==> src/hdl/tjpc_pkg.sv <==
`timescale 1ns / 1ps
`default_nettype none

package tjpc_pkg;

    // Stream payload widths (fields packed from bit 0, padded to whole bytes)
    localparam int IN_TDATA_W  = 8;
    localparam int OUT_TDATA_W = 24;
    localparam int OUT_USED_W  = 17;

    // Configuration port
    localparam int ADDR_W = 5;
    localparam int DATA_W = 32;
    localparam int CFG_W  = 8;

    // Register indexes (byte address = 4 * index)
    localparam logic [2:0] REG_MAIN_GREEN = 3'd0;
    localparam logic [2:0] REG_MAIN_AMBER = 3'd1;
    localparam logic [2:0] REG_SIDE_GREEN = 3'd2;
    localparam logic [2:0] REG_SIDE_AMBER = 3'd3;
    localparam logic [2:0] REG_WALK_GREEN = 3'd4;
    localparam logic [2:0] REG_WALK_BLINK = 3'd5;
    localparam logic [2:0] REG_TURN_GREEN = 3'd6;
    localparam logic [2:0] REG_TURN_BLINK = 3'd7;

    // Register reset values
    localparam logic [CFG_W-1:0] RST_MAIN_GREEN = 8'd10;
    localparam logic [CFG_W-1:0] RST_MAIN_AMBER = 8'd3;
    localparam logic [CFG_W-1:0] RST_SIDE_GREEN = 8'd10;
    localparam logic [CFG_W-1:0] RST_SIDE_AMBER = 8'd3;
    localparam logic [CFG_W-1:0] RST_WALK_GREEN = 8'd8;
    localparam logic [CFG_W-1:0] RST_WALK_BLINK = 8'd3;
    localparam logic [CFG_W-1:0] RST_TURN_GREEN = 8'd6;
    localparam logic [CFG_W-1:0] RST_TURN_BLINK = 8'd3;

    // Vehicle lamp codes
    localparam logic [1:0] LAMP_STOP  = 2'd0;
    localparam logic [1:0] LAMP_AMBER = 2'd1;
    localparam logic [1:0] LAMP_GO    = 2'd2;

    // Pedestrian and turn lamp codes
    localparam logic [1:0] SIG_RED   = 2'd0;
    localparam logic [1:0] SIG_GREEN = 2'd1;
    localparam logic [1:0] SIG_BLINK = 2'd2;

    // Phase codes as they appear on the result stream
    localparam logic [2:0] PHC_MAIN       = 3'd0;
    localparam logic [2:0] PHC_MAIN_AMBER = 3'd1;
    localparam logic [2:0] PHC_WALK       = 3'd2;
    localparam logic [2:0] PHC_WALK_BLINK = 3'd3;
    localparam logic [2:0] PHC_SIDE       = 3'd4;
    localparam logic [2:0] PHC_SIDE_AMBER = 3'd5;
    localparam logic [2:0] PHC_TURN       = 3'd6;
    localparam logic [2:0] PHC_TURN_BLINK = 3'd7;

    typedef enum logic [7:0] {
        PH_MAIN       = 8'b0000_0001,
        PH_MAIN_AMBER = 8'b0000_0010,
        PH_WALK       = 8'b0000_0100,
        PH_WALK_BLINK = 8'b0000_1000,
        PH_SIDE       = 8'b0001_0000,
        PH_SIDE_AMBER = 8'b0010_0000,
        PH_TURN       = 8'b0100_0000,
        PH_TURN_BLINK = 8'b1000_0000
    } phase_t;

    // First member lands in the top bits, so main_a sits lowest.
    typedef struct packed {
        logic [1:0] turn_four;
        logic [1:0] turn_two;
        logic [1:0] walk_b;
        logic [1:0] walk_a;
        logic [1:0] side;
        logic [1:0] main_b;
        logic [1:0] main_a;
    } lamps_t;

    localparam lamps_t LAMPS_RESET = '{
        turn_four: SIG_RED,
        turn_two:  SIG_RED,
        walk_b:    SIG_GREEN,
        walk_a:    SIG_RED,
        side:      LAMP_STOP,
        main_b:    LAMP_GO,
        main_a:    LAMP_GO
    };

    function automatic logic [2:0] phase_code(input phase_t ph);
        logic [2:0] code;
        case (ph)
            PH_MAIN:       code = PHC_MAIN;
            PH_MAIN_AMBER: code = PHC_MAIN_AMBER;
            PH_WALK:       code = PHC_WALK;
            PH_WALK_BLINK: code = PHC_WALK_BLINK;
            PH_SIDE:       code = PHC_SIDE;
            PH_SIDE_AMBER: code = PHC_SIDE_AMBER;
            PH_TURN:       code = PHC_TURN;
            PH_TURN_BLINK: code = PHC_TURN_BLINK;
            default:       code = PHC_MAIN;
        endcase
        return code;
    endfunction

endpackage

`default_nettype wire

==> src/hdl/traffic_junction_phase_controller.sv <==
`timescale 1ns / 1ps
`default_nettype none
// Traffic junction phase controller.
// Input stream (s_*): one transaction per tick, s_tdata[0] = pedestrian button
// pulse, s_tdata[1] = turn loop hit. Each pulse sets a request latch that holds
// until the phase sequence serves it.
// Output stream (m_*): one transaction per input tick, carrying the phase code
// and seven lamp codes as they stand after that tick's update.
// Configuration: APB-style port, eight 8-bit duration registers at byte
// addresses 0, 4, ..., 28; the user must write them only while the stream is
// idle, as the block does not enforce this. Results are registered. Throughput:
// one tick per cycle when not stalled; the phase update is a single compare
// and increment between the state registers and the result register. Stall:
// the result register holds while m_tready is low, and s_tready drops until
// it is taken; when it is taken, a new tick is accepted in that cycle.
// Reset (rst_n low, asynchronous): phase main flow, both counters at 1, no
// requests, main lamps go, pedestrian lamp B green, all others red or stop,
// duration registers at their defaults, result register empty.
module traffic_junction_phase_controller #(
    parameter int COUNT_BITS = 8
) (
    input  wire                                 clk,
    input  wire                                 rst_n,
    // s_tdata: [0] button_press, [1] sensor_hit, [7:2] zero
    input  wire                                 s_tvalid,
    output logic                                s_tready,
    input  wire  [tjpc_pkg::IN_TDATA_W-1:0]     s_tdata,
    // m_tdata: [2:0] phase, [4:3] lamp_main_a, [6:5] lamp_main_b,
    // [8:7] lamp_side, [10:9] walk_lamp_a, [12:11] walk_lamp_b,
    // [14:13] turn_lamp_two, [16:15] turn_lamp_four, [23:17] zero
    output logic                                m_tvalid,
    input  wire                                 m_tready,
    output logic [tjpc_pkg::OUT_TDATA_W-1:0]    m_tdata,
    input  wire                                 psel,
    input  wire                                 penable,
    input  wire                                 pwrite,
    input  wire  [tjpc_pkg::ADDR_W-1:0]         paddr,
    input  wire  [tjpc_pkg::DATA_W-1:0]         pwdata,
    output logic [tjpc_pkg::DATA_W-1:0]         prdata,
    output logic                                pready
);
    import tjpc_pkg::*;

    localparam int CMP_W = (COUNT_BITS > CFG_W) ? COUNT_BITS : CFG_W;
    localparam logic [COUNT_BITS-1:0] CNT_ONE = COUNT_BITS'(1);

    // Duration registers
    logic [CFG_W-1:0] main_green_reg;
    logic [CFG_W-1:0] main_amber_reg;
    logic [CFG_W-1:0] side_green_reg;
    logic [CFG_W-1:0] side_amber_reg;
    logic [CFG_W-1:0] walk_green_reg;
    logic [CFG_W-1:0] walk_blink_reg;
    logic [CFG_W-1:0] turn_green_reg;
    logic [CFG_W-1:0] turn_blink_reg;

    // Phase state
    phase_t                  phase_reg,    phase_next;
    logic [COUNT_BITS-1:0]   green_cnt_reg, green_cnt_next;
    logic [COUNT_BITS-1:0]   amber_cnt_reg, amber_cnt_next;
    logic                    walk_req_reg,  walk_req_next;
    logic                    turn_req_reg,  turn_req_next;
    lamps_t                  lamps_reg,     lamps_next;

    // Result register
    logic                    m_tvalid_reg;
    logic [OUT_TDATA_W-1:0]  m_tdata_reg;

    logic                    in_fire;
    logic                    cfg_write;
    logic [2:0]              cfg_idx;
    logic                    walk_set;
    logic                    turn_set;
    logic                    green_done;
    logic                    amber_done;
    logic [CFG_W-1:0]        green_lim;
    logic [CFG_W-1:0]        amber_lim;

    // A phase ends once its counter reaches the limit, or at counter saturation.
    function automatic logic count_done(input logic [COUNT_BITS-1:0] cnt,
                                        input logic [CFG_W-1:0] lim);
        return (CMP_W'(cnt) >= CMP_W'(lim)) || (cnt == {COUNT_BITS{1'b1}});
    endfunction

    assign pready    = 1'b1;
    assign cfg_write = psel && penable && pwrite && pready;
    assign cfg_idx   = paddr[4:2];

    assign s_tready  = !m_tvalid_reg || m_tready;
    assign in_fire   = s_tvalid && s_tready;
    assign m_tvalid  = m_tvalid_reg;
    assign m_tdata   = m_tdata_reg;

    // Latch this tick's pulses before the phase logic looks at them.
    assign walk_set = walk_req_reg || s_tdata[0];
    assign turn_set = turn_req_reg || s_tdata[1];

    // Configuration write
    always_ff @(posedge clk or negedge rst_n)
    begin
        if (!rst_n)
        begin
            main_green_reg <= RST_MAIN_GREEN;
            main_amber_reg <= RST_MAIN_AMBER;
            side_green_reg <= RST_SIDE_GREEN;
            side_amber_reg <= RST_SIDE_AMBER;
            walk_green_reg <= RST_WALK_GREEN;
            walk_blink_reg <= RST_WALK_BLINK;
            turn_green_reg <= RST_TURN_GREEN;
            turn_blink_reg <= RST_TURN_BLINK;
        end
        else if (cfg_write)
        begin
            case (cfg_idx)
                REG_MAIN_GREEN: main_green_reg <= pwdata[CFG_W-1:0];
                REG_MAIN_AMBER: main_amber_reg <= pwdata[CFG_W-1:0];
                REG_SIDE_GREEN: side_green_reg <= pwdata[CFG_W-1:0];
                REG_SIDE_AMBER: side_amber_reg <= pwdata[CFG_W-1:0];
                REG_WALK_GREEN: walk_green_reg <= pwdata[CFG_W-1:0];
                REG_WALK_BLINK: walk_blink_reg <= pwdata[CFG_W-1:0];
                REG_TURN_GREEN: turn_green_reg <= pwdata[CFG_W-1:0];
                REG_TURN_BLINK: turn_blink_reg <= pwdata[CFG_W-1:0];
                default:        ;
            endcase
        end
    end

    // Configuration read
    always_comb
    begin
        case (cfg_idx)
            REG_MAIN_GREEN: prdata = DATA_W'(main_green_reg);
            REG_MAIN_AMBER: prdata = DATA_W'(main_amber_reg);
            REG_SIDE_GREEN: prdata = DATA_W'(side_green_reg);
            REG_SIDE_AMBER: prdata = DATA_W'(side_amber_reg);
            REG_WALK_GREEN: prdata = DATA_W'(walk_green_reg);
            REG_WALK_BLINK: prdata = DATA_W'(walk_blink_reg);
            REG_TURN_GREEN: prdata = DATA_W'(turn_green_reg);
            REG_TURN_BLINK: prdata = DATA_W'(turn_blink_reg);
            default:        prdata = '0;
        endcase
    end

    // Pick the limit that the current phase compares against.
    always_comb
    begin
        case (phase_reg)
            PH_MAIN:       green_lim = main_green_reg;
            PH_WALK:       green_lim = walk_green_reg;
            PH_SIDE:       green_lim = side_green_reg;
            PH_TURN:       green_lim = turn_green_reg;
            default:       green_lim = main_green_reg;
        endcase
        case (phase_reg)
            PH_MAIN_AMBER: amber_lim = main_amber_reg;
            PH_WALK_BLINK: amber_lim = walk_blink_reg;
            PH_SIDE_AMBER: amber_lim = side_amber_reg;
            PH_TURN_BLINK: amber_lim = turn_blink_reg;
            default:       amber_lim = main_amber_reg;
        endcase
    end

    assign green_done = count_done(green_cnt_reg, green_lim);
    assign amber_done = count_done(amber_cnt_reg, amber_lim);

    // Phase sequencing
    always_comb
    begin
        phase_next     = phase_reg;
        green_cnt_next = green_cnt_reg;
        amber_cnt_next = amber_cnt_reg;
        walk_req_next  = walk_set;
        turn_req_next  = turn_set;
        lamps_next     = lamps_reg;

        case (phase_reg)
            PH_MAIN:
            begin
                // A pending walk request cuts main flow short.
                if (walk_set || green_done)
                begin
                    green_cnt_next    = CNT_ONE;
                    phase_next        = PH_MAIN_AMBER;
                    lamps_next.main_a = LAMP_AMBER;
                    lamps_next.main_b = LAMP_AMBER;
                    lamps_next.walk_b = SIG_BLINK;
                end
                else
                begin
                    green_cnt_next = green_cnt_reg + CNT_ONE;
                end
            end
            PH_MAIN_AMBER:
            begin
                if (amber_done)
                begin
                    amber_cnt_next      = CNT_ONE;
                    lamps_next.main_a   = LAMP_STOP;
                    lamps_next.main_b   = LAMP_STOP;
                    lamps_next.walk_b   = SIG_RED;
                    lamps_next.turn_two = SIG_GREEN;
                    if (walk_set)
                    begin
                        walk_req_next     = 1'b0;
                        phase_next        = PH_WALK;
                        lamps_next.walk_a = SIG_GREEN;
                    end
                    else
                    begin
                        phase_next      = PH_SIDE;
                        lamps_next.side = LAMP_GO;
                    end
                end
                else
                begin
                    amber_cnt_next = amber_cnt_reg + CNT_ONE;
                end
            end
            PH_WALK:
            begin
                if (green_done)
                begin
                    green_cnt_next    = CNT_ONE;
                    phase_next        = PH_WALK_BLINK;
                    lamps_next.walk_a = SIG_BLINK;
                end
                else
                begin
                    green_cnt_next = green_cnt_reg + CNT_ONE;
                end
            end
            PH_WALK_BLINK:
            begin
                if (amber_done)
                begin
                    amber_cnt_next    = CNT_ONE;
                    phase_next        = PH_SIDE;
                    lamps_next.walk_a = SIG_RED;
                    lamps_next.side   = LAMP_GO;
                end
                else
                begin
                    amber_cnt_next = amber_cnt_reg + CNT_ONE;
                end
            end
            PH_SIDE:
            begin
                if (green_done)
                begin
                    green_cnt_next      = CNT_ONE;
                    phase_next          = PH_SIDE_AMBER;
                    lamps_next.side     = LAMP_AMBER;
                    lamps_next.turn_two = SIG_BLINK;
                end
                else
                begin
                    green_cnt_next = green_cnt_reg + CNT_ONE;
                end
            end
            PH_SIDE_AMBER:
            begin
                if (amber_done)
                begin
                    amber_cnt_next      = CNT_ONE;
                    lamps_next.side     = LAMP_STOP;
                    lamps_next.turn_two = SIG_RED;
                    lamps_next.main_a   = LAMP_GO;
                    if (turn_set)
                    begin
                        turn_req_next        = 1'b0;
                        phase_next           = PH_TURN;
                        lamps_next.turn_four = SIG_GREEN;
                    end
                    else
                    begin
                        phase_next        = PH_MAIN;
                        lamps_next.walk_b = SIG_GREEN;
                        lamps_next.main_b = LAMP_GO;
                    end
                end
                else
                begin
                    amber_cnt_next = amber_cnt_reg + CNT_ONE;
                end
            end
            PH_TURN:
            begin
                if (green_done)
                begin
                    green_cnt_next       = CNT_ONE;
                    phase_next           = PH_TURN_BLINK;
                    lamps_next.turn_four = SIG_BLINK;
                end
                else
                begin
                    green_cnt_next = green_cnt_reg + CNT_ONE;
                end
            end
            PH_TURN_BLINK:
            begin
                if (amber_done)
                begin
                    amber_cnt_next       = CNT_ONE;
                    phase_next           = PH_MAIN;
                    lamps_next.turn_four = SIG_RED;
                    lamps_next.main_b    = LAMP_GO;
                    lamps_next.walk_b    = SIG_GREEN;
                end
                else
                begin
                    amber_cnt_next = amber_cnt_reg + CNT_ONE;
                end
            end
            default:
            begin
                // Not reachable from reset; hold phase, counters and lamps.
                phase_next = phase_reg;
            end
        endcase
    end

    // Advance the state on each accepted tick.
    always_ff @(posedge clk or negedge rst_n)
    begin
        if (!rst_n)
        begin
            phase_reg     <= PH_MAIN;
            green_cnt_reg <= CNT_ONE;
            amber_cnt_reg <= CNT_ONE;
            walk_req_reg  <= 1'b0;
            turn_req_reg  <= 1'b0;
            lamps_reg     <= LAMPS_RESET;
        end
        else if (in_fire)
        begin
            phase_reg     <= phase_next;
            green_cnt_reg <= green_cnt_next;
            amber_cnt_reg <= amber_cnt_next;
            walk_req_reg  <= walk_req_next;
            turn_req_reg  <= turn_req_next;
            lamps_reg     <= lamps_next;
        end
    end

    // Result register: load on accept, drop valid once taken.
    always_ff @(posedge clk or negedge rst_n)
    begin
        if (!rst_n)
        begin
            m_tvalid_reg <= 1'b0;
        end
        else if (in_fire)
        begin
            m_tvalid_reg <= 1'b1;
        end
        else if (m_tready)
        begin
            m_tvalid_reg <= 1'b0;
        end
    end

    always_ff @(posedge clk)
    begin
        if (in_fire)
        begin
            m_tdata_reg <= {(OUT_TDATA_W - OUT_USED_W)'(0), lamps_next,
                            phase_code(phase_next)};
        end
    end

endmodule

`default_nettype wire

==> config.mk <==
export PLATFORM = sky130hd
export DESIGN_NAME = traffic_junction_phase_controller
export DESIGN_NICKNAME = d
export VERILOG_FILES = /design/src/hdl/tjpc_pkg.sv /design/src/hdl/traffic_junction_phase_controller.sv
export SDC_FILE = /design/constraint.sdc
export NUM_CORES = 1
export LEC_CHECK = 0
export ABC_AREA = 1
export BUFFER_PORTS_ARGS = -buffer_cell sky130_fd_sc_hd__buf_4
export CORE_MARGIN = 2
export CORE_UTILIZATION = 55
export DETAILED_ROUTE_END_ITERATION = 16
export HOLD_SLACK_MARGIN = 0.02
export PLACE_DENSITY_LB_ADDON = 0.3
export SYNTH_ARGS = -nofsm -noshare
export SYNTH_HDL_FRONTEND = slang
export SYNTH_SLANG_ARGS = --single-unit
export TNS_END_PERCENT = 50
==> constraint.sdc <==
create_clock -name clk -period 5.8 [get_ports clk]
set_clock_uncertainty 0.1 [all_clocks]
set_input_delay 0.87 -clock clk [delete_from_list [all_inputs] [get_ports clk]]
set_output_delay 0.87 -clock clk [all_outputs]
set_load 0.02 [all_outputs]
### Word-level counts from Yosys, hierarchy flattened

Index checks and enable logic that the tools add are counted.

* register bits after elaboration: 122
* logic and storage cells: 125

* mux-type cells: 50
* add/sub/neg operators: 2
* order comparisons: 2
* reductions and logical operators: 25
* eq/ne operators: 24

Operators by type and width (count)
* 32-bit case mux with 8 select lines: 1
* 8-bit 2-to-1 mux: 11
* 8-bit case mux with 8 select lines: 1
* 8-bit case mux with 3 select lines: 2
* 8-bit equality test, second input constant: 4
* 2-bit 2-to-1 mux: 13
* 2-bit case mux with 3 select lines: 4
* 2-bit case mux with 4 select lines: 3
* 3-bit case mux with 7 select lines: 1
* 2-bit AND reduction: 10
* 8-bit by 1-bit adder with 8-bit output, second input constant: 2
* 8-bit by 2-bit equality test with 1-bit output, second input constant: 2
* 8-bit by 3-bit equality test with 1-bit output, second input constant: 2
* 8-bit by 4-bit equality test with 1-bit output, second input constant: 2
* 8-bit by 5-bit equality test with 1-bit output, second input constant: 2
* 8-bit by 6-bit equality test with 1-bit output, second input constant: 2
* 8-bit by 7-bit equality test with 1-bit output, second input constant: 2
* 8-bit greater-or-equal comparator: 2
* 8-bit case mux with 2 select lines: 1
* 3-bit equality test, second input constant: 4
* 12-bit 2-to-1 mux: 1
* 6-bit 2-to-1 mux: 2
* 8-bit by 1-bit equality test with 1-bit output, second input constant: 1
* 4-bit 2-to-1 mux: 2
* other kinds (12): 26

### Depth between registers and ports, before layout

* depth after elaboration: 9
* gate-level depth with buffers: 24

### Least setup slack after synthesis

Ideal clock, no wire load.

* path type: register -> register
* start point: register phase_reg[5]
* end point: register m_tdata_reg[0], in the netlist m_tdata[0] (data pin)
* cell stages (with the launch flop): 20
* arrival time: 2.741 ns
* period minus slack after synthesis: 3.109 ns
* slack: 2.691 ns
* data required time: 5.432 ns
* cells stage by stage: dfrtp_1 -> nor2_2 -> nand2_2 -> inv_2 -> nand3_4 -> nand3_4 -> inv_2 -> a211oi_1 -> a21oi_1 -> ha_1 -> nand2_1 -> nor2_1 -> nor2_1 -> nand2_1 -> a21oi_1 -> nand2_2 -> o21ai_0 -> nand2_1 -> nor2_1 -> nand4_1

* word-level cells in the longest chain between the ends: 9
* elaborated cells on any way between the ends: 32
* classes of those cells: order compare: 2; eq/ne: 15; mux: 12; reduce/logical: 3

Ends and longest elaborated chain
* start: declaration: line traffic_junction_phase_controller.sv:58 `phase_t phase_reg, phase_next;`
* start signal: assignment: line traffic_junction_phase_controller.sv:336 `phase_reg <= phase_next;`
* 8-bit by 7-bit equality test with 1-bit output (tied with other cells): line traffic_junction_phase_controller.sv:147, traffic_junction_phase_controller.sv:176
* 8-bit case mux with 3 select lines: line traffic_junction_phase_controller.sv:147 `case (phase_reg)`
* 8-bit greater-or-equal comparator: line traffic_junction_phase_controller.sv:82 `return (CMP_W'(cnt) >= CMP_W'(lim)) || (cnt == {COUNT_BITS{1'b1}});`
* 1-bit logical OR: line traffic_junction_phase_controller.sv:82
* 1-bit logical OR: line traffic_junction_phase_controller.sv:180 `if (walk_set || green_done)`
* 8-bit 2-to-1 mux: line traffic_junction_phase_controller.sv:180
* 8-bit case mux with 8 select lines (*): line traffic_junction_phase_controller.sv:176 `case (phase_reg)`
* 8-bit equality test (tied with other cells): line tjpc_pkg.sv:90 `case (ph)`
* 3-bit case mux with 7 select lines (*): line tjpc_pkg.sv:90
* end signal: assignment: line traffic_junction_phase_controller.sv:366 `m_tdata_reg <= {(OUT_TDATA_W - OUT_USED_W)'(0), lamps_next,`
* end: declaration: line traffic_junction_phase_controller.sv:67 `logic [OUT_TDATA_W-1:0] m_tdata_reg;`

Every way passes the cells marked *; elsewhere a longest branch is shown, timed or not.
A chain may end at the register's enable or synchronous reset.

### Worst setup path in the final report

* start point: register phase_reg[3]
* end point: register m_tdata_reg[1], in the netlist m_tdata[1] (data pin)

The elaborated chain is that of the path after synthesis.

==> flow_summary.ini <==
[place]
dp.final_hpwl_um = 12200
routabilityCongestion = 0.926
placed_cell_area_um2 = 7340
io_buffer_count = 46

[cells_and_area]
utilization_pct = 63.3
antennaDiodeCount = 0
synthToLayoutAreaGrowth_pct = 13.5
final_area_um2 = 7920
drive_gt1_share_pct = 14.5
nets = 992
largest_reg_flops = 17

[routing]
wirelength_um = 17500
ant_nets = 0
drt_iter0_drc = 509
firstDrtPassIters = 5
avgRoutedWirePerCell_um = 15.8
viasPerCell = 5.47
drc_errors = 0
routed-via-count = 6054

[logic_synthesis]
ys_async_sr_fraction_pct = 86.1
synth_edf_count = 17
avgSynthCellArea_um2 = 7.97
synth_commonest_cells = nand2_1 (193), inv_1 (133), o21ai_0 (113)
synth_warnings = 0
ys.flop_type = dfrtp_1
yosysSeqAreaShare_pct = 45.4
yosys.cell_types.count = 49
synth_top_cell_by_area = dfrtp_1
yosysMostFrequentCell = nand2_1
netlist_instances = 875
ys_top_cells_by_area = dfrtp_1 (30%), nand2_1 (10%), o21ai_0 (8.1%)
ys_ff_latch = 122
netlist_area_um2 = 6970
yosysTopAreaCellShare_pct = 30.1

[clock_network]
clkSinkCount = 122
clockBufferDepth = 2
cts_root_buffer = clkbuf_16
cts_resized = 0
hold_buffers = 0
path_clk_slew_ns = 0.06
cts_setup_buffers = 0
htreeDepth = 4
numCtsBuffers = 17
insertion_delay_ns = 0.43
cts_tree = built

[worst_setup_path]
worst-setup-path-type = flip-flop to flip-flop
critPathLaunch = phase_reg[3]$_DFFE_PN0P_
start_kind = flip-flop
crit_fanout = 14
rr_startpoint = phase_reg[3]$_DFFE_PN0P_
worstPathArrival_ns = 4.71
crit_path_end_kind = flip-flop
crit_required_ns = 5.86

[sta]
final.period_utilization_pct = 80.2
rsz0062_at_grt = no
worst_slew_pin_slew_ns = 1.07
tns_ns = 0
timing.fmax_mhz = 215
setup_violations = 0
report.final.slew_viol_count = 0
relSlewSlack_pct = 28.4
fin_crit_ns = 4.65
finalHoldViolations = 0

[min_path]
hold_class = input port to asynchronous set/reset pin

[floorplanning]
start_util_pct = 55.7
core_um2 = 12500
die_h_um = 117
dieArea_um2 = 13600
core.rowCount = 41
die_w_um = 117
ios = 111

[global_routing]
grt_pass1_vias = 5530
grt_pass1_wl_um = 28000
grt_max_degree = 55
grt_usage_pct = 27.2
antenna_found_initial = 0
grt_remaining_overflow = 0

[pwr]
ir_drop_mv = 0.246
p_leak_nw = 3.78
power_density_nw_per_um2 = 525

[flow_run]
cap_viol_max_count = 0

[run_status]
outcome = completed
## kinds of logic after synthesis
kind of cell	after synthesis	synth area share, %
compound gates	213	17.8
xor+xnor	4	0.502
fa+ha+maj	18	3.23
buf+inv	193	12.4
flops	122	45.4
mux	1	0.144
other cells	2	0.108
simple gates	322	20.4
## per-stage QoR
step                      hold WS [ns]  total power [mW]  instances  setup slack [ns]
after global routing             0.400              4.45       1107             0.737
after detailed placement         0.365              3.09       1075              1.21
after CTS                        0.375              4.14       1107              1.17
after floorplan                  0.347              2.63        905              2.69
after global placement           0.356              3.06       1075              1.23
final                            0.376              4.15       1107              1.15
## critical path: stages (launching register included)
cell and delay, ns:
dfrtp_1 0.43, nor2_1 0.22, nand2_2 0.15, nor2_4 0.40, inv_1 0.33, nand2_4 0.15
nor2_4 0.07, inv_1 0.18, nor2_1 0.06, a211oi_1 0.33, ha_1 0.30, nand2_1 0.08
inv_1 0.04, nand2_1 0.05, nand3_1 0.07, nor2_1 0.15, nand2_1 0.31, inv_1 0.46
nor2_1 0.11, nand2_1 0.11, nand2_1 0.08, nor2_1 0.10, nand2_1 0.08
## final cells by class
| type | count | area, µm² |
|---|---|---|
| Clock inverter | 12 | 124 |
| Clock buffer | 20 | 457 |
| Fill cell | 1085 | 4600 |
| Inverter | 143 | 542 |
| Sequential cell | 122 | 3160 |
| Tap cell | 172 | 215 |
| Multi-Input combinational cell | 590 | 3060 |
| Timing Repair Buffer | 48 | 360 |
## power breakdown
part           switching (mW)  total, mW  internal (mW)
Clock                   0.397       1.05          0.650
Sequential              0.151       1.30           1.15
Combinational            1.24       1.81          0.562
Total                    1.79       4.15           2.36
## per-layer routing
metal,share of wire (%),track usage (%),up-vias
met5,0,0,-
met4,2.5,10.3,0
met3,7.8,6.69,41
met2,46,42.4,286
met1,44,37.1,2803
li1,-,-,2924
## path summary, 6_finish.rpt
kind	endpoint	slack (ns)	cells after the start
setup reg to reg	m_tdata[1]$_DFFE_PP_	1.15	22
hold reg to reg	lamps_reg[8]$_DFFE_PN1P_	0.38	2
hold / removal	amber_cnt_reg[2]$_DFFE_PN0P_	0.38	1
setup / recovery	m_tdata[1]$_DFFE_PP_	1.15	22
min in group clk	lamps_reg[8]$_DFFE_PN1P_	0.38	2
max in group asynchronous	green_cnt_reg[1]$_DFFE_PN0P_	4.05	2
## cells in the final DEF, fill, tap and decap left out, types with 3 or more instances in the layout
| cell type | count |
|---|---|
| o211ai_1 | 9 |
| inv_1 | 133 |
| nand2_2 | 6 |
| a211oi_1 | 9 |
| a221oi_1 | 4 |
| conb_1 | 32 |
| o22ai_1 | 32 |
| a21oi_1 | 23 |
| inv_2 | 8 |
| nor3_1 | 4 |
| o221ai_1 | 5 |
| nand3_1 | 29 |
| nor2_2 | 3 |
| dfstp_2 | 21 |
| clkinvlp_4 | 4 |
| clkinv_2 | 5 |
| nand4_1 | 10 |
| dfrtp_1 | 84 |
| buf_4 | 48 |
| xor2_1 | 3 |
| nand2_1 | 193 |
| clkbuf_16 | 17 |
| edfxtp_1 | 17 |
| nor2_4 | 6 |
| o21ai_0 | 113 |
| ha_1 | 18 |
| nor2_1 | 61 |
| o21ai_1 | 4 |
No activity file was read; power rests on OpenSTA's default activity.
